`config.mk`:
```
export PLATFORM = sky130hd
export DESIGN_NAME = json_string_unescape_utf8_core
export DESIGN_NICKNAME = d
export VERILOG_FILES = /design/src/jsu_pkg.sv /design/src/jsu_front.sv /design/src/jsu_queue.sv /design/src/jsu_back.sv /design/src/json_string_unescape_utf8_core.sv
export VERILOG_INCLUDE_DIRS = /design/src /design/src/src
export SDC_FILE = /design/constraint.sdc
export NUM_CORES = 1
export LEC_CHECK = 0
export BUFFER_PORTS_ARGS = -buffer_cell sky130_fd_sc_hd__buf_2
export CORE_ASPECT_RATIO = 1.75
export CORE_MARGIN = 2
export CORE_UTILIZATION = 48
export DETAILED_ROUTE_END_ITERATION = 10
export PLACE_DENSITY = 0.69
export SKIP_CTS_REPAIR_TIMING = 1
export SYNTH_ARGS = -nofsm -noshare
export SYNTH_HDL_FRONTEND = slang
export SYNTH_SLANG_ARGS = --single-unit
```
`constraint.sdc`:
```
create_clock -name i_clk -period 6.3 [get_ports i_clk]
set_input_delay 0 -clock i_clk [delete_from_list [all_inputs] [get_ports i_clk]]
set_output_delay 0 -clock i_clk [all_outputs]
set_load 0.005 [all_outputs]
```
`src/json_string_unescape_utf8_core_assert.svh`:
```
// ----------------------------------------------------------------------------
// JSON string unescape core - assertion macros
// Shared property shapes on the core clock with the synchronous reset masked.
// ----------------------------------------------------------------------------
`ifndef JSON_STRING_UNESCAPE_UTF8_CORE_ASSERT_SVH
`define JSON_STRING_UNESCAPE_UTF8_CORE_ASSERT_SVH

// Same-cycle implication.
`define JSU_ASSERT_IMP(lbl, ante, cons, msg) \
    lbl: assert property (@(posedge i_clk) disable iff (!i_rst_n) \
        (ante) |-> (cons)) else $error(msg);

// Next-cycle implication.
`define JSU_ASSERT_NXT(lbl, ante, cons, msg) \
    lbl: assert property (@(posedge i_clk) disable iff (!i_rst_n) \
        (ante) |=> (cons)) else $error(msg);

`endif

```
`src/jsu_pkg.sv`:
```
// ----------------------------------------------------------------------------
// JSON string unescape package
// Command word passed from the decoder front to the byte emitter, queue
// sizing and the character codes both sides use.
// ----------------------------------------------------------------------------
package jsu_pkg;

    localparam int QDepth = 4;
    localparam int QAw    = $clog2(QDepth);
    localparam int QCw    = $clog2(QDepth + 1);

    localparam logic [7:0] ChBackslash = 8'h5C;
    localparam logic [7:0] ChU         = 8'h75;

    // One decoded input byte, emitted in order: high unit, code point or
    // replay, literal.
    typedef struct packed {
        logic             hi_en;    // encode pending high surrogate (3 bytes)
        logic [15:0]      hi_unit;
        logic             cp_en;    // encode code point (1..4 bytes)
        logic [20:0]      cp;
        logic             rep_en;   // 'u' then rep_cnt held digits
        logic [1:0]       rep_cnt;
        logic [2:0][7:0]  held;
        logic             lit_en;   // one literal byte
        logic [7:0]       lit;
        logic             last;     // caused by the final byte of the string
    } t_cmd;

endpackage

```
`src/jsu_front.sv`:
```
// ----------------------------------------------------------------------------
// JSON string unescape front
// Escape and \u parser: takes one raw byte per word and issues at most one command for it.
// ----------------------------------------------------------------------------
module jsu_front
    import jsu_pkg::*;
(
    input  logic       i_clk,
    input  logic       i_rst_n,
    input  logic       i_in_valid,
    input  logic [7:0] i_in_byte,
    input  logic       i_in_last,
    input  logic       i_q_full,
    output logic       o_in_ready,
    output logic       o_push,
    output t_cmd       o_cmd
);

    typedef enum logic [2:0] {
        PH_NORMAL,
        PH_ESC,
        PH_HEX,
        PH_HI_BS,
        PH_HI_U,
        PH_HI_HEX
    } t_phase;

    localparam logic [15:0] SurHiMin = 16'hD800;
    localparam logic [15:0] SurHiMax = 16'hDBFF;
    localparam logic [15:0] SurLoMin = 16'hDC00;
    localparam logic [15:0] SurLoMax = 16'hDFFF;
    localparam logic [20:0] SupBase  = 21'h10000;

    t_phase          r_phase, n_phase;
    logic [1:0]      r_cnt, n_cnt;
    logic [2:0][7:0] r_held, n_held;
    logic [15:0]     r_high, n_high;
    logic [15:0]     r_acc, n_acc;

    logic        accept;
    logic [4:0]  hx;
    logic [15:0] take_acc;
    logic [20:0] pair_cp;
    logic        done;
    logic        is_bs;
    logic        is_u;
    logic        cont;
    t_cmd        cmd;

    // {valid, value} of a hex digit
    function automatic logic [4:0] hex_value(input logic [7:0] c);
        logic [4:0] r;
        r = 5'd0;
        if (c >= 8'h30 && c <= 8'h39) r = {1'b1, 4'(c - 8'h30)};
        else if (c >= 8'h61 && c <= 8'h66) r = {1'b1, 4'(c - 8'h57)};
        else if (c >= 8'h41 && c <= 8'h46) r = {1'b1, 4'(c - 8'h37)};
        return r;
    endfunction

    function automatic logic [7:0] escape_map(input logic [7:0] e);
        logic [7:0] r;
        case (e)
            8'h62:   r = 8'h08;
            8'h66:   r = 8'h0C;
            8'h6E:   r = 8'h0A;
            8'h72:   r = 8'h0D;
            8'h74:   r = 8'h09;
            default: r = e;
        endcase
        return r;
    endfunction

    function automatic logic is_high(input logic [15:0] v);
        return (v >= SurHiMin) && (v <= SurHiMax);
    endfunction

    assign o_in_ready = !i_q_full;
    assign accept     = i_in_valid && !i_q_full;
    assign hx         = hex_value(i_in_byte);
    assign take_acc   = {r_acc[11:0], hx[3:0]};
    assign pair_cp    = {1'b0, r_high[9:0], take_acc[9:0]} + SupBase;
    assign done       = (r_cnt == 2'd3);
    assign is_bs      = (i_in_byte == ChBackslash);
    assign is_u       = (i_in_byte == ChU);
    // a backslash opens an escape unless the string ends here
    assign cont       = is_bs && !i_in_last;

    always_comb begin
        n_phase     = r_phase;
        n_cnt       = r_cnt;
        n_held      = r_held;
        n_high      = r_high;
        n_acc       = r_acc;
        cmd         = '0;
        cmd.hi_unit = r_high;
        cmd.lit     = i_in_byte;
        cmd.last    = i_in_last;
        cmd.held    = r_held;

        if (accept) begin
            case (r_phase)
                PH_ESC: begin
                    if (is_u && !i_in_last) begin
                        n_phase = PH_HEX;
                        n_cnt   = 2'd0;
                        n_acc   = 16'd0;
                    end else begin
                        cmd.lit_en = 1'b1;
                        cmd.lit    = escape_map(i_in_byte);
                        n_phase    = PH_NORMAL;
                    end
                end
                PH_HEX, PH_HI_HEX: begin
                    if (hx[4]) begin
                        n_acc = take_acc;
                        if (!done) n_held[r_cnt] = i_in_byte;
                        cmd.held = n_held;
                        n_cnt    = r_cnt + 2'd1;
                        if (done) begin
                            if (r_phase == PH_HI_HEX &&
                                take_acc >= SurLoMin && take_acc <= SurLoMax) begin
                                cmd.cp_en = 1'b1;
                                cmd.cp    = pair_cp;
                                n_phase   = PH_NORMAL;
                            end else begin
                                cmd.hi_en = (r_phase == PH_HI_HEX);
                                if (is_high(take_acc) && !i_in_last) begin
                                    n_high  = take_acc;
                                    n_phase = PH_HI_BS;
                                end else begin
                                    cmd.cp_en = 1'b1;
                                    cmd.cp    = {5'd0, take_acc};
                                    n_phase   = PH_NORMAL;
                                end
                            end
                        end else if (i_in_last) begin
                            // too few digits: replay including this one
                            cmd.hi_en   = (r_phase == PH_HI_HEX);
                            cmd.rep_en  = 1'b1;
                            cmd.rep_cnt = r_cnt + 2'd1;
                        end
                    end else begin
                        // bad digit: replay, then treat the byte as text
                        cmd.hi_en   = (r_phase == PH_HI_HEX);
                        cmd.rep_en  = 1'b1;
                        cmd.rep_cnt = r_cnt;
                        cmd.lit_en  = !cont;
                        n_cnt       = 2'd0;
                        n_phase     = cont ? PH_ESC : PH_NORMAL;
                    end
                end
                PH_HI_BS: begin
                    if (cont) begin
                        n_phase = PH_HI_U;
                    end else begin
                        cmd.hi_en  = 1'b1;
                        cmd.lit_en = 1'b1;
                        n_phase    = PH_NORMAL;
                    end
                end
                PH_HI_U: begin
                    if (is_u && !i_in_last) begin
                        n_phase = PH_HI_HEX;
                        n_cnt   = 2'd0;
                        n_acc   = 16'd0;
                    end else begin
                        cmd.hi_en  = 1'b1;
                        cmd.lit_en = 1'b1;
                        cmd.lit    = escape_map(i_in_byte);
                        n_phase    = PH_NORMAL;
                    end
                end
                default: begin
                    cmd.lit_en = !cont;
                    n_phase    = cont ? PH_ESC : PH_NORMAL;
                end
            endcase
            if (i_in_last) begin
                n_phase = PH_NORMAL;
                n_cnt   = 2'd0;
            end
        end
    end

    assign o_cmd  = cmd;
    assign o_push = accept && (cmd.hi_en || cmd.cp_en || cmd.rep_en || cmd.lit_en);

    always_ff @(posedge i_clk) begin
        r_held <= n_held;
        if (!i_rst_n) begin
            r_phase <= PH_NORMAL;
            r_cnt   <= 2'd0;
            r_high  <= 16'd0;
            r_acc   <= 16'd0;
        end else begin
            r_phase <= n_phase;
            r_cnt   <= n_cnt;
            r_high  <= n_high;
            r_acc   <= n_acc;
        end
    end

endmodule

```
`src/jsu_queue.sv`:
```
// ----------------------------------------------------------------------------
// JSON string unescape command queue
// Short first-in first-out store of commands between front and emitter.
// ----------------------------------------------------------------------------
module jsu_queue
    import jsu_pkg::*;
(
    input  logic i_clk,
    input  logic i_rst_n,
    input  logic i_push,
    input  t_cmd i_cmd,
    input  logic i_pop,
    output logic o_full,
    output logic o_empty,
    output t_cmd o_cmd
);

    t_cmd             r_mem [QDepth];
    logic [QAw-1:0]   r_wr;
    logic [QAw-1:0]   r_rd;
    logic [QCw-1:0]   r_count;

    assign o_full  = (r_count == QCw'(QDepth));
    assign o_empty = (r_count == '0);
    assign o_cmd   = r_mem[r_rd];

    always_ff @(posedge i_clk) begin
        if (i_push) r_mem[r_wr] <= i_cmd;
    end

    always_ff @(posedge i_clk) begin
        if (!i_rst_n) begin
            r_wr    <= '0;
            r_rd    <= '0;
            r_count <= '0;
        end else begin
            if (i_push) r_wr <= r_wr + QAw'(1);
            if (i_pop)  r_rd <= r_rd + QAw'(1);
            case ({i_push, i_pop})
                2'b10:   r_count <= r_count + QCw'(1);
                2'b01:   r_count <= r_count - QCw'(1);
                default: r_count <= r_count;
            endcase
        end
    end

endmodule

```
`src/jsu_back.sv`:
```
// ----------------------------------------------------------------------------
// JSON string unescape emitter
// Expands the head command into UTF-8 bytes, one output word per cycle while the receiver is ready.
// ----------------------------------------------------------------------------
module jsu_back
    import jsu_pkg::*;
(
    input  logic       i_clk,
    input  logic       i_rst_n,
    input  logic       i_valid,
    input  t_cmd       i_cmd,
    input  logic       i_ready,
    output logic       o_pop,
    output logic       o_valid,
    output logic [7:0] o_byte,
    output logic       o_run_last,
    output logic       o_string_last
);

    localparam logic [7:0] Lead2 = 8'hC0;
    localparam logic [7:0] Lead3 = 8'hE0;
    localparam logic [7:0] Lead4 = 8'hF0;
    localparam logic [7:0] Cont  = 8'h80;

    typedef struct packed {
        logic [2:0]      len;
        logic [3:0][7:0] b;
    } t_enc;

    function automatic t_enc encode(input logic [20:0] cp);
        t_enc e;
        e = '0;
        if (cp <= 21'h7F) begin
            e.len  = 3'd1;
            e.b[0] = cp[7:0];
        end else if (cp <= 21'h7FF) begin
            e.len  = 3'd2;
            e.b[0] = Lead2 | {3'd0, cp[10:6]};
            e.b[1] = Cont  | {2'd0, cp[5:0]};
        end else if (cp <= 21'hFFFF) begin
            e.len  = 3'd3;
            e.b[0] = Lead3 | {4'd0, cp[15:12]};
            e.b[1] = Cont  | {2'd0, cp[11:6]};
            e.b[2] = Cont  | {2'd0, cp[5:0]};
        end else begin
            e.len  = 3'd4;
            e.b[0] = Lead4 | {5'd0, cp[20:18]};
            e.b[1] = Cont  | {2'd0, cp[17:12]};
            e.b[2] = Cont  | {2'd0, cp[11:6]};
            e.b[3] = Cont  | {2'd0, cp[5:0]};
        end
        return e;
    endfunction

    logic [2:0] r_k;
    t_enc       hi_enc;
    t_enc       cp_enc;
    logic [1:0] hl;
    logic [2:0] ml;
    logic [3:0] total;
    logic [2:0] j;
    logic [1:0] hidx;
    logic       fin;

    assign hi_enc = encode({5'd0, i_cmd.hi_unit});
    assign cp_enc = encode(i_cmd.cp);
    assign hl     = i_cmd.hi_en ? 2'd3 : 2'd0;
    assign ml     = i_cmd.cp_en  ? cp_enc.len :
                    i_cmd.rep_en ? 3'd1 + {1'b0, i_cmd.rep_cnt} : 3'd0;
    assign total  = {2'd0, hl} + {1'b0, ml} + {3'd0, i_cmd.lit_en};
    assign j      = r_k - {1'b0, hl};
    assign hidx   = j[1:0] - 2'd1;
    assign fin    = ({1'b0, r_k} + 4'd1) == total;

    always_comb begin
        if (r_k < {1'b0, hl}) begin
            o_byte = hi_enc.b[r_k[1:0]];
        end else if (j < ml) begin
            if (i_cmd.cp_en)  o_byte = cp_enc.b[j[1:0]];
            else if (j == 3'd0) o_byte = ChU;
            else              o_byte = i_cmd.held[hidx];
        end else begin
            o_byte = i_cmd.lit;
        end
    end

    assign o_valid       = i_valid;
    assign o_run_last    = fin;
    assign o_string_last = fin && i_cmd.last;
    assign o_pop         = i_valid && i_ready && fin;

    always_ff @(posedge i_clk) begin
        if (!i_rst_n) begin
            r_k <= 3'd0;
        end else if (i_valid && i_ready) begin
            r_k <= fin ? 3'd0 : r_k + 3'd1;
        end
    end

endmodule

```
`src/json_string_unescape_utf8_core.sv`:
```
// A raw byte's command is registered in the queue; the emitter offers decoded bytes from the queue head.
// Throughput: one raw byte per cycle in while the queue has room; one decoded byte per cycle
//   out while the receiver is ready, and one raw byte yields 0 to 8 decoded bytes.
// A four-entry command queue between parser and emitter absorbs multi-byte runs.
// Reset (synchronous, active low) returns the parser to plain text and empties the queue.
// ----------------------------------------------------------------------------
// JSON string unescape to UTF-8 core
// Decodes escapes and \u sequences (with surrogate pairs) of a JSON string
// body into UTF-8 bytes over stream buses.
// ----------------------------------------------------------------------------
`include "json_string_unescape_utf8_core_assert.svh"

module json_string_unescape_utf8_core
    import jsu_pkg::*;
(
    input  logic       i_clk,
    input  logic       i_rst_n,
    input  logic       s_axis_tvalid,
    output logic       s_axis_tready,
    input  logic [7:0] s_axis_tdata,   // [7:0] in_byte
    input  logic       s_axis_tlast,   // last_byte
    output logic       m_axis_tvalid,
    input  logic       m_axis_tready,
    output logic [7:0] m_axis_tdata,   // [7:0] out_byte
    output logic [0:0] m_axis_tuser,   // [0] run_last
    output logic       m_axis_tlast    // string_last
);

    // Front to queue
    t_cmd front_cmd;
    logic front_push;

    // Queue to emitter
    t_cmd head_cmd;
    logic q_full;
    logic q_empty;
    logic q_pop;

    logic run_last;

    // Parse escapes; a word is taken whenever the queue has room.
    jsu_front u_front (
        .i_clk      (i_clk),
        .i_rst_n    (i_rst_n),
        .i_in_valid (s_axis_tvalid),
        .i_in_byte  (s_axis_tdata),
        .i_in_last  (s_axis_tlast),
        .i_q_full   (q_full),
        .o_in_ready (s_axis_tready),
        .o_push     (front_push),
        .o_cmd      (front_cmd)
    );

    // Hold pending commands so either side can stall alone.
    jsu_queue u_queue (
        .i_clk   (i_clk),
        .i_rst_n (i_rst_n),
        .i_push  (front_push),
        .i_cmd   (front_cmd),
        .i_pop   (q_pop),
        .o_full  (q_full),
        .o_empty (q_empty),
        .o_cmd   (head_cmd)
    );

    // Expand the head command; drop it after its final byte is taken.
    jsu_back u_back (
        .i_clk         (i_clk),
        .i_rst_n       (i_rst_n),
        .i_valid       (!q_empty),
        .i_cmd         (head_cmd),
        .i_ready       (m_axis_tready),
        .o_pop         (q_pop),
        .o_valid       (m_axis_tvalid),
        .o_byte        (m_axis_tdata),
        .o_run_last    (run_last),
        .o_string_last (m_axis_tlast)
    );

    assign m_axis_tuser = run_last;

    // The end of the string always closes a run.
    `JSU_ASSERT_IMP(a_str_last_ends_run, m_axis_tvalid && m_axis_tlast, m_axis_tuser[0], "string end without run end")
    // A final input byte always leaves work for the emitter.
    `JSU_ASSERT_NXT(a_last_makes_output, s_axis_tvalid && s_axis_tready && s_axis_tlast, m_axis_tvalid, "final byte produced no output")
    // An empty queue can never refuse input.
    `JSU_ASSERT_IMP(a_empty_is_ready, !m_axis_tvalid, s_axis_tready, "input stalled with empty queue")

endmodule

```
==> results.sh <==
export IMPL_fin_ws_ns=0.5510
export IMPL_grt_pass1_wl_um=62180
export IMPL_rr_worst_depth=17
export IMPL_fillers=2816
export IMPL_worstPathArrival_ns=6.25
export IMPL_synth_area_sq_um=16880
export IMPL_initial_core_util_pct=48.83
export IMPL_row_count=90
export IMPL_dpl_cell_area_sq_um=17500
export IMPL_setup_violations=0
export IMPL_final_nets=1227
export IMPL_vias_per_cell=5.986
export IMPL_synth_nets=1195
export IMPL_die_height_um=252.1
export IMPL_ys_ff_latch=373
export IMPL_layout_commonest_cell="edfxtp_1"
export IMPL_clockRootBuffer="clkbuf_16"
export IMPL_max_cap_violations=0
export IMPL_h_tree_depth=1
export IMPL_grt_total_usage_pct=22.28
export IMPL_hold_path_startpoint="s_axis_tdata[0]"
export IMPL_antenna_left=0
export IMPL_netlist_instances=1155
export IMPL_async_reset_ff_share_pct=0
export IMPL_fin_crit_ns=5.749
export IMPL_ys_flop_type="edfxtp_1"
export IMPL_core_area_sq_um=34570
export IMPL_final_hold_violation_count=0
export IMPL_critical_path_class="flip-flop to flip-flop"
export IMPL_clk_path_buf_depth=3
export IMPL_synth_edf_count=328
export IMPL_cts_clk_slew_worst_paths_ns=0.07
export IMPL_fin_util_pct=53.92
export IMPL_fmax_mhz=173.9
export IMPL_synth_area_leaders="edfxtp_1 (58%), mux4_2 (9.5%), dfxtp_1 (5.3%), nand2_1 (2.8%), ha_1 (1.7%)"
export IMPL_port_buffers=24
export IMPL_drt_pass1_iterations=5
export IMPL_cp_required_ns=6.80
export IMPL_rsz0062_at_grt="false"
export IMPL_tritoncts="built"
export IMPL_finalWeightedCongestion=0.9184
export IMPL_die_area_sq_um=36750
export IMPL_dieWidth_um=145.8
export IMPL_ir_drop_mv=0.2486
export IMPL_status="complete, no violations"
export IMPL_period_share_pct=91.25
export IMPL_fin_skew_ns=0.01465
export IMPL_drive_gt1_share_pct=18.56
export IMPL_worstHoldPathCells=2
export IMPL_hpwlAfterDp_um=27690
export IMPL_numClockSinks=373
export IMPL_fin_area_sq_um=18640
export IMPL_multiInputGateArea_sq_um=5723
export IMPL_fin_setup_tns_ns=0
export IMPL_numCtsBuffers=31
export IMPL_worst_pin_slew_ns=1.207
export IMPL_post_place_ws_ns=0.5883
export IMPL_hold_class="input port to flip-flop"
export IMPL_postSynthAreaPerCell_sq_um=14.62
export IMPL_finalMaxSlewViolations=0
export IMPL_synth_warnings=0
export IMPL_clock_latency_ns=0.59
export IMPL_timing_rr_end="u_queue.r_count[2]$_SDFFE_PN0P_"
export IMPL_relSlewSlack_pct=19.20
export IMPL_antenna_found_initial=0
export IMPL_end_kind="flip-flop"
export IMPL_synth_largest_area_cell="edfxtp_1"
export IMPL_seqCellArea_sq_um=10760
export IMPL_pin_count=25
export IMPL_ys_seq_area_share_pct=63.68
export IMPL_grt_pass1_vias=10300
export IMPL_yosysTopAreaCellShare_pct=58.34
export IMPL_vias=10010
export IMPL_critPathMaxFanout=9
export IMPL_area_growth_pct=10.41
export IMPL_synth_cell_types=83
export IMPL_p_leak_nw=5.882
export IMPL_n_antenna_cell=0
export IMPL_power_density_nw_per_um2=320.1
export IMPL_final_cell_mix="edfxtp_1 (328), nand2_1 (127), mux4_2 (71), nor2_1 (53), a21oi_1 (49)"
export IMPL_drt_wl_total_um=40280
export IMPL_wl_per_cell_um=24.09
export IMPL_start_kind="flip-flop"
export IMPL_gr_total_overflow=0
export IMPL_drtIter0Drc=590
export IMPL_drc_errors=0
export IMPL_power_w=0.005967
export IMPL_ff2ff_setup_slack_ns=0.55
export IMPL_grt_max_degree=48
export IMPL_whs_endpoint="u_front.r_held[0]$_DFFE_PP_"
==> power breakdown <==
| part | switching, W | leakage, nW | internal, W | total (W) |
|---|---|---|---|---|
| logic | 0.000737 | 2.21 | 0.000422 | 0.00116 |
| registers | 0.0000370 | 3.14 | 0.00277 | 0.00281 |
| clock network | 0.000885 | 0.530 | 0.00111 | 0.00200 |
| total | 0.00166 | 5.88 | 0.00431 | 0.00597 |
==> worst max-delay path by stage <==
stage | from | end | slack (ns) | depth (start not counted)
after detailed placement | flip-flop | u_queue.r_count[2]$_SDFFE_PN0P_ | 0.59 | 19
after global routing | flip-flop | u_queue.r_count[2]$_SDFFE_PN0P_ | 0.25 | 19
final | flip-flop | u_queue.r_count[2]$_SDFFE_PN0P_ | 0.55 | 17
after global placement | flip-flop | u_queue.r_count[2]$_SDFFE_PN0P_ | 0.69 | 17
after floorplan | flip-flop | u_queue.r_count[2]$_SDFFE_PN0P_ | 0.55 | 21
after CTS | flip-flop | u_queue.r_count[2]$_SDFFE_PN0P_ | 0.57 | 19
==> synth_stat cells, drive strengths merged (7+ instances only) <==
cell type	count
a21boi	18
nor2	55
xor2	7
and2	27
mux2i	12
dfxtp	45
buf	17
and3	8
nand3	35
o21ai	37
inv	36
edfxtp	328
nor3	23
clkbuf	40
a31oi	17
ha	23
nor2b	13
mux4	77
nand2	128
o21a	14
nor4	7
mux2	21
a21oi	49
nand2b	7
==> stage by stage <==
| step | cells | hold slack [ns] |
|---|---|---|
| CTS | 1665 | -0.3151 |
| finish | 1672 | 0.01365 |
| global placement | 1607 | 0.2768 |
| global route | 1672 | 0.01720 |
| detailed placement | 1607 | 0.2877 |
| floorplan | 1155 | 0.09887 |
==> sequential cells by signal, summed over array words and instances (netlist names), named ones only <==
name             count
u_queue.r_wr         2
u_front.r_phase      3
u_front.r_high      16
u_queue.r_mem      304
u_front.r_held      24
u_back.r_k           3
u_queue.r_count      3
u_queue.r_rd         2
u_front.r_cnt        2
u_front.r_acc       12
==> routing by layer <==
metal / track usage (%) / wire (um)
met5: 0 / 0
met4: 11.12 / 2034
met3: 2.653 / 1581
met2: 42.45 / 22200
met1: 24.20 / 14460
==> cell type report <==
cell class / count / share of cell area (%)
clock inverters: 21 / 1.047
multi-input cells: 688 / 30.70
clock buffers: 37 / 4.672
well taps: 460 / 3.088
repair buffers: 56 / 2.027
inverters: 37 / 0.7451
flip-flops and latches: 373 / 57.72
==> worst max-delay path: stages (launching register included) <==
cell	delay [ns]
dfxtp_4	0.43
mux4_1	0.66
or4_4	0.61
nor3_2	0.33
o31ai_4	0.14
fa_1	0.44
fa_1	0.39
xor2_1	0.35
nand2_1	0.14
mux4_2	0.50
nor3_4	0.16
and2_4	0.19
ha_1	0.18
inv_1	0.07
fa_1	0.43
xor2_1	0.16
or3_1	0.30
a21boi_0	0.18
==> logic make-up (layout without fill, tap and decap cells) <==
kind of cell / count (synthesis) / in the layout / synth area share, %
and+or+nand+nor: 335 / 335 / 10.21
muxes: 110 / 110 / 12.52
buffers and inverters: 94 / 151 / 2.520
AOI/OAI and AO/OA: 203 / 203 / 8.219
adders and majority gates: 27 / 27 / 2.179
DFF: 373 / 373 / 63.68
xor gates and xnor gates: 13 / 13 / 0.6744
No activity file was read; power rests on OpenSTA's default activity.
